--- src/sv/bqy_pkg.sv ---
// Shared types, constants and the quad split function for the Bayer quad to YCC transform.
package bqy_pkg;

  localparam int PIX_W  = 12;
  localparam int CHR_W  = PIX_W + 1;
  localparam int LUMA_W = PIX_W + 2;

  // cfa_pattern bit positions
  localparam int CFA_GREEN_FIRST = 0;
  localparam int CFA_BLUE_FIRST  = 1;

  typedef logic [PIX_W-1:0] pix_t;
  typedef logic [1:0]       cfa_t;

  typedef struct packed {
    pix_t tl;
    pix_t tr;
    pix_t bl;
    pix_t br;
  } quad_t;

  typedef struct packed {
    pix_t r;
    pix_t g1;
    pix_t b;
    pix_t g2;
  } rgb_t;

  // One result to compute: colours plus the green each one is averaged with
  typedef struct packed {
    pix_t r;
    pix_t g1;
    pix_t b;
    pix_t g2;
    pix_t n1;
    pix_t n2;
    logic last;
  } job_t;

  typedef struct packed {
    logic pending;
    logic hold;
  } front_stat_t;

  function automatic rgb_t split_quad(quad_t q, cfa_t cfa);
    pix_t a0, a1, c0, c1;
    rgb_t s;
    if (cfa[CFA_BLUE_FIRST]) begin
      a0 = q.bl; a1 = q.br; c0 = q.tl; c1 = q.tr;
    end else begin
      a0 = q.tl; a1 = q.tr; c0 = q.bl; c1 = q.br;
    end
    if (cfa[CFA_GREEN_FIRST]) begin
      s.g1 = a0; s.r = a1; s.b = c0; s.g2 = c1;
    end else begin
      s.r = a0; s.g1 = a1; s.g2 = c0; s.b = c1;
    end
    return s;
  endfunction

endpackage

--- src/sv/bqy_front.sv ---
// Front end: holds the pending quad, picks neighbour greens, and issues jobs for pending and row-end quads.
module bqy_front import bqy_pkg::*; (
  input  logic        clk,
  input  logic        rst_n,
  input  cfa_t        cfa,
  input  logic        in_valid,
  output logic        in_ready,
  input  quad_t       in_quad,
  input  logic        in_row_end,
  output logic        job_valid,
  input  logic        job_ready,
  output job_t        job,
  output front_stat_t stat
);

  quad_t pend_r;
  logic  pend_valid_r;
  logic  pend_first_r;
  pix_t  left_g_r;
  job_t  hold_r;
  logic  hold_valid_r;

  rgb_t  sp, sn;
  logic  gf, acc;
  pix_t  lg_pend;
  job_t  job_a, job_b;

  always_comb begin
    gf      = cfa[CFA_GREEN_FIRST];
    sp      = split_quad(pend_r, cfa);
    sn      = split_quad(in_quad, cfa);
    lg_pend = gf ? sp.g2 : sp.g1;

    // pending quad, right neighbour is the incoming quad
    job_a.r    = sp.r;
    job_a.g1   = sp.g1;
    job_a.b    = sp.b;
    job_a.g2   = sp.g2;
    job_a.n1   = gf ? sn.g1 : (pend_first_r ? sp.g1 : left_g_r);
    job_a.n2   = gf ? (pend_first_r ? sp.g2 : left_g_r) : sn.g2;
    job_a.last = 1'b0;

    // row-end quad, no right neighbour
    job_b.r    = sn.r;
    job_b.g1   = sn.g1;
    job_b.b    = sn.b;
    job_b.g2   = sn.g2;
    job_b.n1   = (!gf && pend_valid_r) ? lg_pend : sn.g1;
    job_b.n2   = (gf && pend_valid_r) ? lg_pend : sn.g2;
    job_b.last = 1'b1;
  end

  assign in_ready  = !hold_valid_r && job_ready;
  assign acc       = in_valid && in_ready;
  assign job_valid = hold_valid_r || (in_valid && (pend_valid_r || in_row_end));
  assign job       = hold_valid_r ? hold_r : (pend_valid_r ? job_a : job_b);
  assign stat      = '{pending: pend_valid_r, hold: hold_valid_r};

  always_ff @(posedge clk) begin
    if (!rst_n) begin
      pend_valid_r <= 1'b0;
      pend_first_r <= 1'b1;
      hold_valid_r <= 1'b0;
    end else begin
      if (hold_valid_r && job_ready) begin
        hold_valid_r <= 1'b0;
      end
      if (acc) begin
        if (in_row_end) begin
          pend_valid_r <= 1'b0;
          pend_first_r <= 1'b1;
          // second result of a row-end transfer is parked in hold_r until job_ready takes it
          hold_valid_r <= pend_valid_r;
        end else begin
          pend_valid_r <= 1'b1;
          pend_first_r <= !pend_valid_r;
        end
      end
    end
  end

  always_ff @(posedge clk) begin
    if (acc) begin
      pend_r <= in_quad;
      hold_r <= job_b;
      if (pend_valid_r) begin
        left_g_r <= lg_pend;
      end
    end
  end

endmodule

--- src/sv/bqy_queue.sv ---
// Two-entry job queue between front and back end.
module bqy_queue import bqy_pkg::*; (
  input  logic clk,
  input  logic rst_n,
  input  logic wr_valid,
  output logic wr_ready,
  input  job_t wr_job,
  output logic rd_valid,
  input  logic rd_ready,
  output job_t rd_job
);

  job_t       ent_r [2];
  logic       wr_ptr_r, rd_ptr_r;
  logic [1:0] count_r;
  logic       push, pop;

  assign wr_ready = (count_r != 2'd2);
  assign rd_valid = (count_r != 2'd0);
  assign rd_job   = ent_r[rd_ptr_r];
  assign push     = wr_valid && wr_ready;
  assign pop      = rd_valid && rd_ready;

  always_ff @(posedge clk) begin
    if (!rst_n) begin
      wr_ptr_r <= 1'b0;
      rd_ptr_r <= 1'b0;
      count_r  <= 2'd0;
    end else begin
      if (push) begin
        wr_ptr_r <= !wr_ptr_r;
      end
      if (pop) begin
        rd_ptr_r <= !rd_ptr_r;
      end
      if (push && !pop) begin
        count_r <= count_r + 2'd1;
      end else if (pop && !push) begin
        count_r <= count_r - 2'd1;
      end
    end
  end

  always_ff @(posedge clk) begin
    if (push) begin
      ent_r[wr_ptr_r] <= wr_job;
    end
  end

endmodule

--- src/sv/bqy_back.sv ---
// Back end: two-stage arithmetic for Cr, Cb, dG and Y with a registered output.
module bqy_back import bqy_pkg::*; (
  input  logic                     clk,
  input  logic                     rst_n,
  input  logic                     job_valid,
  output logic                     job_ready,
  input  job_t                     job,
  output logic                     out_valid,
  input  logic                     out_ready,
  output logic signed [LUMA_W-1:0] out_luma,
  output logic signed [CHR_W-1:0]  out_green_diff,
  output logic signed [CHR_W-1:0]  out_chroma_red,
  output logic signed [CHR_W-1:0]  out_chroma_blue,
  output logic                     out_last_of_row
);

  // stage 1
  logic                    s1_valid_r;
  logic signed [CHR_W-1:0] s1_cr_r, s1_cb_r, s1_dg_r;
  pix_t                    s1_g1_r;
  logic                    s1_last_r;

  // output stage
  logic                     o_valid_r;
  logic signed [LUMA_W-1:0] o_y_r;
  logic signed [CHR_W-1:0]  o_cr_r, o_cb_r, o_dg_r;
  logic                     o_last_r;

  logic                     s2_ready, s1_take;
  logic [PIX_W:0]           sum1, sum2;
  pix_t                     gg1, gg2;
  logic signed [CHR_W-1:0]  cr_nxt, cb_nxt, dg_nxt;
  logic signed [LUMA_W-1:0] ccsum;
  logic signed [CHR_W-1:0]  half;
  logic signed [LUMA_W-1:0] y_nxt;

  assign s2_ready  = !o_valid_r || out_ready;
  assign job_ready = !s1_valid_r || s2_ready;
  assign s1_take   = job_valid && job_ready;

  always_comb begin
    sum1   = {1'b0, job.g1} + {1'b0, job.n1};
    sum2   = {1'b0, job.g2} + {1'b0, job.n2};
    gg1    = sum1[PIX_W:1];
    gg2    = sum2[PIX_W:1];
    cr_nxt = $signed({1'b0, job.r})  - $signed({1'b0, gg1});
    cb_nxt = $signed({1'b0, job.b})  - $signed({1'b0, gg2});
    dg_nxt = $signed({1'b0, job.g2}) - $signed({1'b0, job.g1});

    ccsum  = $signed({s1_cr_r[CHR_W-1], s1_cr_r}) + $signed({s1_cb_r[CHR_W-1], s1_cb_r});
    half   = ccsum[LUMA_W-1:1];   // floor halving
    y_nxt  = $signed({2'b00, s1_g1_r}) + $signed({half[CHR_W-1], half});
  end

  always_ff @(posedge clk) begin
    if (!rst_n) begin
      s1_valid_r <= 1'b0;
      o_valid_r  <= 1'b0;
    end else begin
      if (job_ready) begin
        s1_valid_r <= job_valid;
      end
      if (s2_ready) begin
        o_valid_r <= s1_valid_r;
      end
    end
  end

  always_ff @(posedge clk) begin
    if (s1_take) begin
      s1_cr_r   <= cr_nxt;
      s1_cb_r   <= cb_nxt;
      s1_dg_r   <= dg_nxt;
      s1_g1_r   <= job.g1;
      s1_last_r <= job.last;
    end
    if (s2_ready && s1_valid_r) begin
      o_y_r    <= y_nxt;
      o_cr_r   <= s1_cr_r;
      o_cb_r   <= s1_cb_r;
      o_dg_r   <= s1_dg_r;
      o_last_r <= s1_last_r;
    end
  end

  assign out_valid       = o_valid_r;
  assign out_luma        = o_y_r;
  assign out_green_diff  = o_dg_r;
  assign out_chroma_red  = o_cr_r;
  assign out_chroma_blue = o_cb_r;
  assign out_last_of_row = o_last_r;

endmodule

--- src/sv/bayer_quad_to_ycc_forward.sv ---
// Bayer quad to Y/dG/Cr/Cb forward transform, streamed one 2x2 quad per clock while
// in_ready is high. The block takes one quad per cycle unless the queue is full or a
// second result is held; a quad's result waits for the next quad, so the first quad of a
// row gives nothing and the last gives two results, and the row-end quad that follows a
// pending quad holds in_ready low while the front end issues its second result. A result
// passes from the transfer that releases it into the two-entry queue between front and
// back end, then through the arithmetic stage and the output register. The second result
// of a row end follows the first.
// cfg_data sets the CFA pattern: bit 1 puts the blue line on top, bit 0 puts green on the
// left of the red line. Write it only between transfers with no results outstanding.
module bayer_quad_to_ycc_forward import bqy_pkg::*; #(
  parameter int PIXEL_BITS = 12
) (
  input  logic                     clk,
  input  logic                     rst_n,
  input  logic                     cfg_valid,
  output logic                     cfg_ready,
  input  logic [1:0]               cfg_data,
  input  logic                     in_valid,
  output logic                     in_ready,
  input  logic [PIX_W-1:0]         in_top_left,
  input  logic [PIX_W-1:0]         in_top_right,
  input  logic [PIX_W-1:0]         in_bottom_left,
  input  logic [PIX_W-1:0]         in_bottom_right,
  input  logic                     in_row_end,
  output logic                     out_valid,
  input  logic                     out_ready,
  output logic signed [LUMA_W-1:0] out_luma,
  output logic signed [CHR_W-1:0]  out_green_diff,
  output logic signed [CHR_W-1:0]  out_chroma_red,
  output logic signed [CHR_W-1:0]  out_chroma_blue,
  output logic                     out_last_of_row
);

  localparam int   USED_BITS = (PIXEL_BITS < PIX_W) ? PIXEL_BITS : PIX_W;
  localparam pix_t PIX_MASK  = PIX_W'((64'd1 << USED_BITS) - 64'd1);

  cfa_t        cfa_r;
  quad_t       quad;
  logic        fj_valid, fj_ready, bj_valid, bj_ready;
  job_t        fj, bj;
  front_stat_t fstat;

  assign cfg_ready = 1'b1;

  always_ff @(posedge clk) begin
    if (!rst_n) begin
      cfa_r <= '0;
    end else if (cfg_valid && cfg_ready) begin
      cfa_r <= cfg_data;
    end
  end

  assign quad.tl = in_top_left     & PIX_MASK;
  assign quad.tr = in_top_right    & PIX_MASK;
  assign quad.bl = in_bottom_left  & PIX_MASK;
  assign quad.br = in_bottom_right & PIX_MASK;

  bqy_front u_front (
    .clk       (clk),
    .rst_n     (rst_n),
    .cfa       (cfa_r),
    .in_valid  (in_valid),
    .in_ready  (in_ready),
    .in_quad   (quad),
    .in_row_end(in_row_end),
    .job_valid (fj_valid),
    .job_ready (fj_ready),
    .job       (fj),
    .stat      (fstat)
  );

  bqy_queue u_queue (
    .clk     (clk),
    .rst_n   (rst_n),
    .wr_valid(fj_valid),
    .wr_ready(fj_ready),
    .wr_job  (fj),
    .rd_valid(bj_valid),
    .rd_ready(bj_ready),
    .rd_job  (bj)
  );

  bqy_back u_back (
    .clk            (clk),
    .rst_n          (rst_n),
    .job_valid      (bj_valid),
    .job_ready      (bj_ready),
    .job            (bj),
    .out_valid      (out_valid),
    .out_ready      (out_ready),
    .out_luma       (out_luma),
    .out_green_diff (out_green_diff),
    .out_chroma_red (out_chroma_red),
    .out_chroma_blue(out_chroma_blue),
    .out_last_of_row(out_last_of_row)
  );

  // a row-end transfer behind a pending quad must park its second result
  a_rowend_hold: assert property (@(posedge clk) disable iff (!rst_n)
    in_valid && in_ready && in_row_end && fstat.pending |=> fstat.hold && !in_ready)
    else $error("row-end second result not held");

  a_rowend_clears: assert property (@(posedge clk) disable iff (!rst_n)
    in_valid && in_ready && in_row_end |=> !fstat.pending)
    else $error("quad left pending after row end");

  a_mid_row_pending: assert property (@(posedge clk) disable iff (!rst_n)
    in_valid && in_ready && !in_row_end |=> fstat.pending && !fstat.hold)
    else $error("mid-row quad not pending");

endmodule
--- config.mk ---
export PLATFORM = sky130hd
export DESIGN_NAME = bayer_quad_to_ycc_forward
export DESIGN_NICKNAME = d
export VERILOG_FILES = /design/src/sv/bqy_pkg.sv /design/src/sv/bqy_front.sv /design/src/sv/bqy_queue.sv /design/src/sv/bqy_back.sv /design/src/sv/bayer_quad_to_ycc_forward.sv
export SDC_FILE = /design/constraint.sdc
export NUM_CORES = 1
export LEC_CHECK = 0
export BUFFER_PORTS_ARGS = -buffer_cell sky130_fd_sc_hd__clkbuf_2
export CAP_MARGIN = 10
export CORE_AREA = 2 2 196 198
export DETAILED_ROUTE_END_ITERATION = 6
export DIE_AREA = 0 0 198 200
export GPL_TIMING_DRIVEN = 0
export PLACE_DENSITY = 0.74
export SYNTH_ARGS = -nofsm -noshare
export SYNTH_HDL_FRONTEND = slang
export SYNTH_SLANG_ARGS = --single-unit
--- constraint.sdc ---
create_clock -name clk -period 7.9 [get_ports clk]
set_input_delay 1.185 -clock clk [delete_from_list [all_inputs] [get_ports clk]]
set_output_delay 1.185 -clock clk [all_outputs]
set_load 0.02 [all_outputs]
==> results_dict.tcl <==
set metrics [dict create \
    row_count 71 \
    finalCriticalPeriod_ns 5.640 \
    cts_hold_buf 0 \
    place.detailed.hpwl_mm 39.75 \
    vias 13660 \
    synth_xor_area_frac 0.02903 \
    peakVddDrop_mv 0.2277 \
    fin_util 0.6275 \
    portBuffers 111 \
    setup_viol 0 \
    slew_viol_final 0 \
    dr.pass1.iters 5 \
    cts_root_buf "clkbuf_16" \
    outcome "complete, no violations" \
    maxCapViolCount 0 \
    yosysWarningCount 0 \
    min_to "u_back.out_last_of_row" \
    insertion_delay_ns 0.57 \
    holdCritStartpoint "u_back.s1_last_r" \
    synthAdderAreaFrac 0.05661 \
    grt_pass1_wl_mm 77.57 \
    worst_ep_required_time_ns 8.19 \
    drive_gt1_frac 0.1981 \
    leakagePower_nw 8.498 \
    numCtsBuffers 42 \
    syn_to_final_growth_pct 12.72 \
    io_pins 113 \
    seqPwrFrac 0.335 \
    ctsResizeCount 0 \
    final_antenna_net_count 0 \
    grt_pass1_vias 13250 \
    reg2reg_slack_ns 2.26 \
    synth-simple-area-share 0.08203 \
    synth_cell_type_count 61 \
    async_reset_ff_frac 0 \
    grt_max_degree 68 \
    slew_headroom 0.3060 \
    drcViolationCount 0 \
    start_kind "flip-flop" \
    syn_nets 1759 \
    crit_slowest_cell "clkbuf_1" \
    syn_inst 1613 \
    fin_crit_sh 0.7140 \
    pwr-share-comb 0.483 \
    worst-path-max-fanout 10 \
    cts.sinks 396 \
    synth_enable_flop_cells 384 \
    cts_tree "done" \
    routed_wl_mm 51.16 \
    path_delay_family "buffers and inverters" \
    power.switching_mw 3.872 \
    worst_pin_slew_ns 1.032 \
    arrival_ns 5.93 \
    htree_levels 2 \
    hold_viol_final 0 \
    rsz0062_at_grt "false" \
    start_util 0.5567 \
    worstSetupPathType "reg -> reg" \
    syn-cell-area_mm2 0.02082 \
    synthFlopType "edfxtp_1" \
    die-area_mm2 0.03960 \
    finalNetCount 1920 \
    die_w_um 198 \
    antenna_found_initial 0 \
    synth_top_family_by_area "multiplexers" \
    crit_chain "clkbuf_1, clkbuf_1, buf_2, mux2i_1, inv_1, fa_1, a21o_1, a21o_1, a21oi_2, o21ai_1, a21oi_1, xor2_1, ha_1, and2_1, o21ai_0, o31ai_1, o41ai_1, xnor2_1" \
    cp-end-kind "flip-flop" \
    reg2reg_depth 18 \
    path_clk_slew_ns 0.06 \
    die_h_um 200 \
    gp_congestion 0.9620 \
    hp-class "reg -> reg" \
    synth_compound_area_frac 0.09573 \
    coreArea_mm2 0.03740 \
    hold_depth 0 \
    antenna_cells 0 \
    post_cts_buffers 0 \
    grt_overflow_total 0 \
    p_sw_frac 0.3748 \
    max_freq_mhz 177.3 \
    max_stage_delay_ns 0.63 \
    via_per_inst 5.891 \
    final.setup_skew_ns 0.01637 \
    syn_area_per_cell_um2 12.91 \
    synth_top_area_cell "edfxtp_1" \
    path_buf_inv 4 \
    drt_first_iter_violations 1322 \
    r2r_end "u_back.s1_cb_r[11]" \
    p_clk_frac 0.181 \
    path_depth 18 \
    power.density_mw_per_mm2 440.1 \
    ys_seq_elements 396 \
    synth.top_cell.area_share 0.5538 \
    grtUsageTotal 0.2655 \
    p_int_mw 6.458 \
    synthMuxAreaShare 0.1475 \
    synth_area_leaders "edfxtp_1 55%, ha_1 5.0%, mux4_2 5.0%" \
    fin_tns_setup_ns 0 \
    avgRoutedWirePerCell_um 22.07 \
    ys_seq_area_frac 0.5654 \
    clockBufferDepth 3 \
]
[power groups by stage]
stage	Clock (mW)	Combinational [mW]	Sequential [mW]
finish	1.87	4.99	3.47
global route	1.98	5.55	3.51
CTS	1.91	4.98	3.47
detailed placement	0	4.95	3.51
global placement	0	4.78	3.54
floorplan	0	3.71	3.56
[cells in the final DEF, fill, tap and decap left out, drive strengths merged, types with 5 or more instances in the layout]
cell	instances
a21o	11
nand2	99
dfxtp	12
o311ai	10
nor2	173
clkbuf	196
mux4	46
inv	43
fa	7
xor2	23
edfxtp	384
ha	83
buf	44
o41ai	5
mux2	91
a21boi	5
a31oi	25
nor2b	28
a211oi	13
a21oi	136
o21a	28
mux2i	101
o21ai	57
and2	19
nand3	15
and3	9
clkinv	22
xnor2	46
nor3	12
nand2b	11
[cell usage after synthesis, drive strengths merged (2+ instances only)]
cell and number:
a21o 11, or3 3, edfxtp 384, a21bo 2, o31ai 4, and3 9, nor2b 28, o21ai 57
buf 38, o22ai 2, nand3b 3, and2 19, xor2 23, a31oi 25, nor4 2, nand2 99
ha 83, nand3 15, a21oi 136, a211oi 13, mux2i 101, o211ai 4, nor2 173, a41oi 2
nor3 12, and4 2, a22oi 2, o311ai 10, mux4 46, a31o 4, xnor2 46, nand2b 11
o41ai 5, mux2 91, a2111oi 4, clkbuf 36, dfxtp 12, nand4 4, inv 40, nand4b 3
o21a 28, fa 7, a21boi 5
[metrics by stage]
stage / area [um^2] / cells / power, mW / setup slack (ns) / hold WS [ns]
after detailed placement: 22170 / 2241 / 8.459 / 2.377 / 0.4045
after global placement: 22010 / 2235 / 8.325 / 0.7543 / 0.4018
after CTS: 23470 / 2318 / 10.36 / 2.352 / 0.4177
final: 23470 / 2318 / 10.33 / 2.260 / 0.4161
after global routing: 23470 / 2318 / 11.04 / 1.971 / 0.4244
after floorplan: 20820 / 1613 / 7.271 / 2.596 / 0.4003
[logic make-up (layout without fill, tap and decap cells)]
family	count (synthesis)	in the layout
muxes	238	238
buffers and inverters	114	308
DFF	396	396
AOI/OAI and AO/OA	321	321
xor gates and xnor gates	69	69
other	1	1
and+or+nand+nor	384	384
adders and majority gates	90	90
[area by class of cell]
class                   instances  area [um^2]
clock buffers                  49         1077
flip-flops and latches        396        11770
repair buffers                117        690.7
fillers                      2812        13930
inverters                      40        150.1
well taps                     511        639.4
multi-input cells            1103         8577
plain buffers                  74        342.8
clock inverters                28        220.2
[registers in the layout (all words and copies together), names as in the netlist, 2 cells and up, named ones only]
register,flops
u_back.s1_dg_r,13
u_back.s1_cr_r,13
u_back.out_chroma_red,13
u_back.s1_cb_r,13
u_front.hold_r,72
u_back.out_luma,14
u_queue.ent_r,146
u_back.out_green_diff,13
u_back.out_chroma_blue,13
u_front.left_g_r,12
u_queue.count_r,2
u_front.pend_r,48
cfa_r,2
u_back.s1_g1_r,12
[worst max path at each step]
stage / start / slack, ns / end
6_report: flip-flop / 2.26 / u_back.s1_cb_r[11]
5_1_grt: flip-flop / 1.97 / u_back.s1_cb_r[11]
4_1_cts: flip-flop / 2.35 / u_back.s1_cb_r[10]
3_5_place_dp: flip-flop / 2.38 / u_back.s1_cb_r[10]
3_3_place_gp: in_row_end / 0.75 / u_queue.ent_r[0][71]
2_1_floorplan: in_valid / 2.60 / u_queue.ent_r[0][0]
[routing by layer]
| metal | track usage | share of wire | vias up | wire (um) |
|---|---|---|---|---|
| met1 | 0.3443 | 0.41 | 6537 | 20970 |
| li1 | - | - | 6443 | - |
| met5 | 0 | 0 | - | 0 |
| met3 | 0.03646 | 0.068 | 94 | 3477 |
| met4 | 0.1259 | 0.045 | 0 | 2325 |
| met2 | 0.4463 | 0.48 | 581 | 24380 |
(Power assumes the default switching activity.)
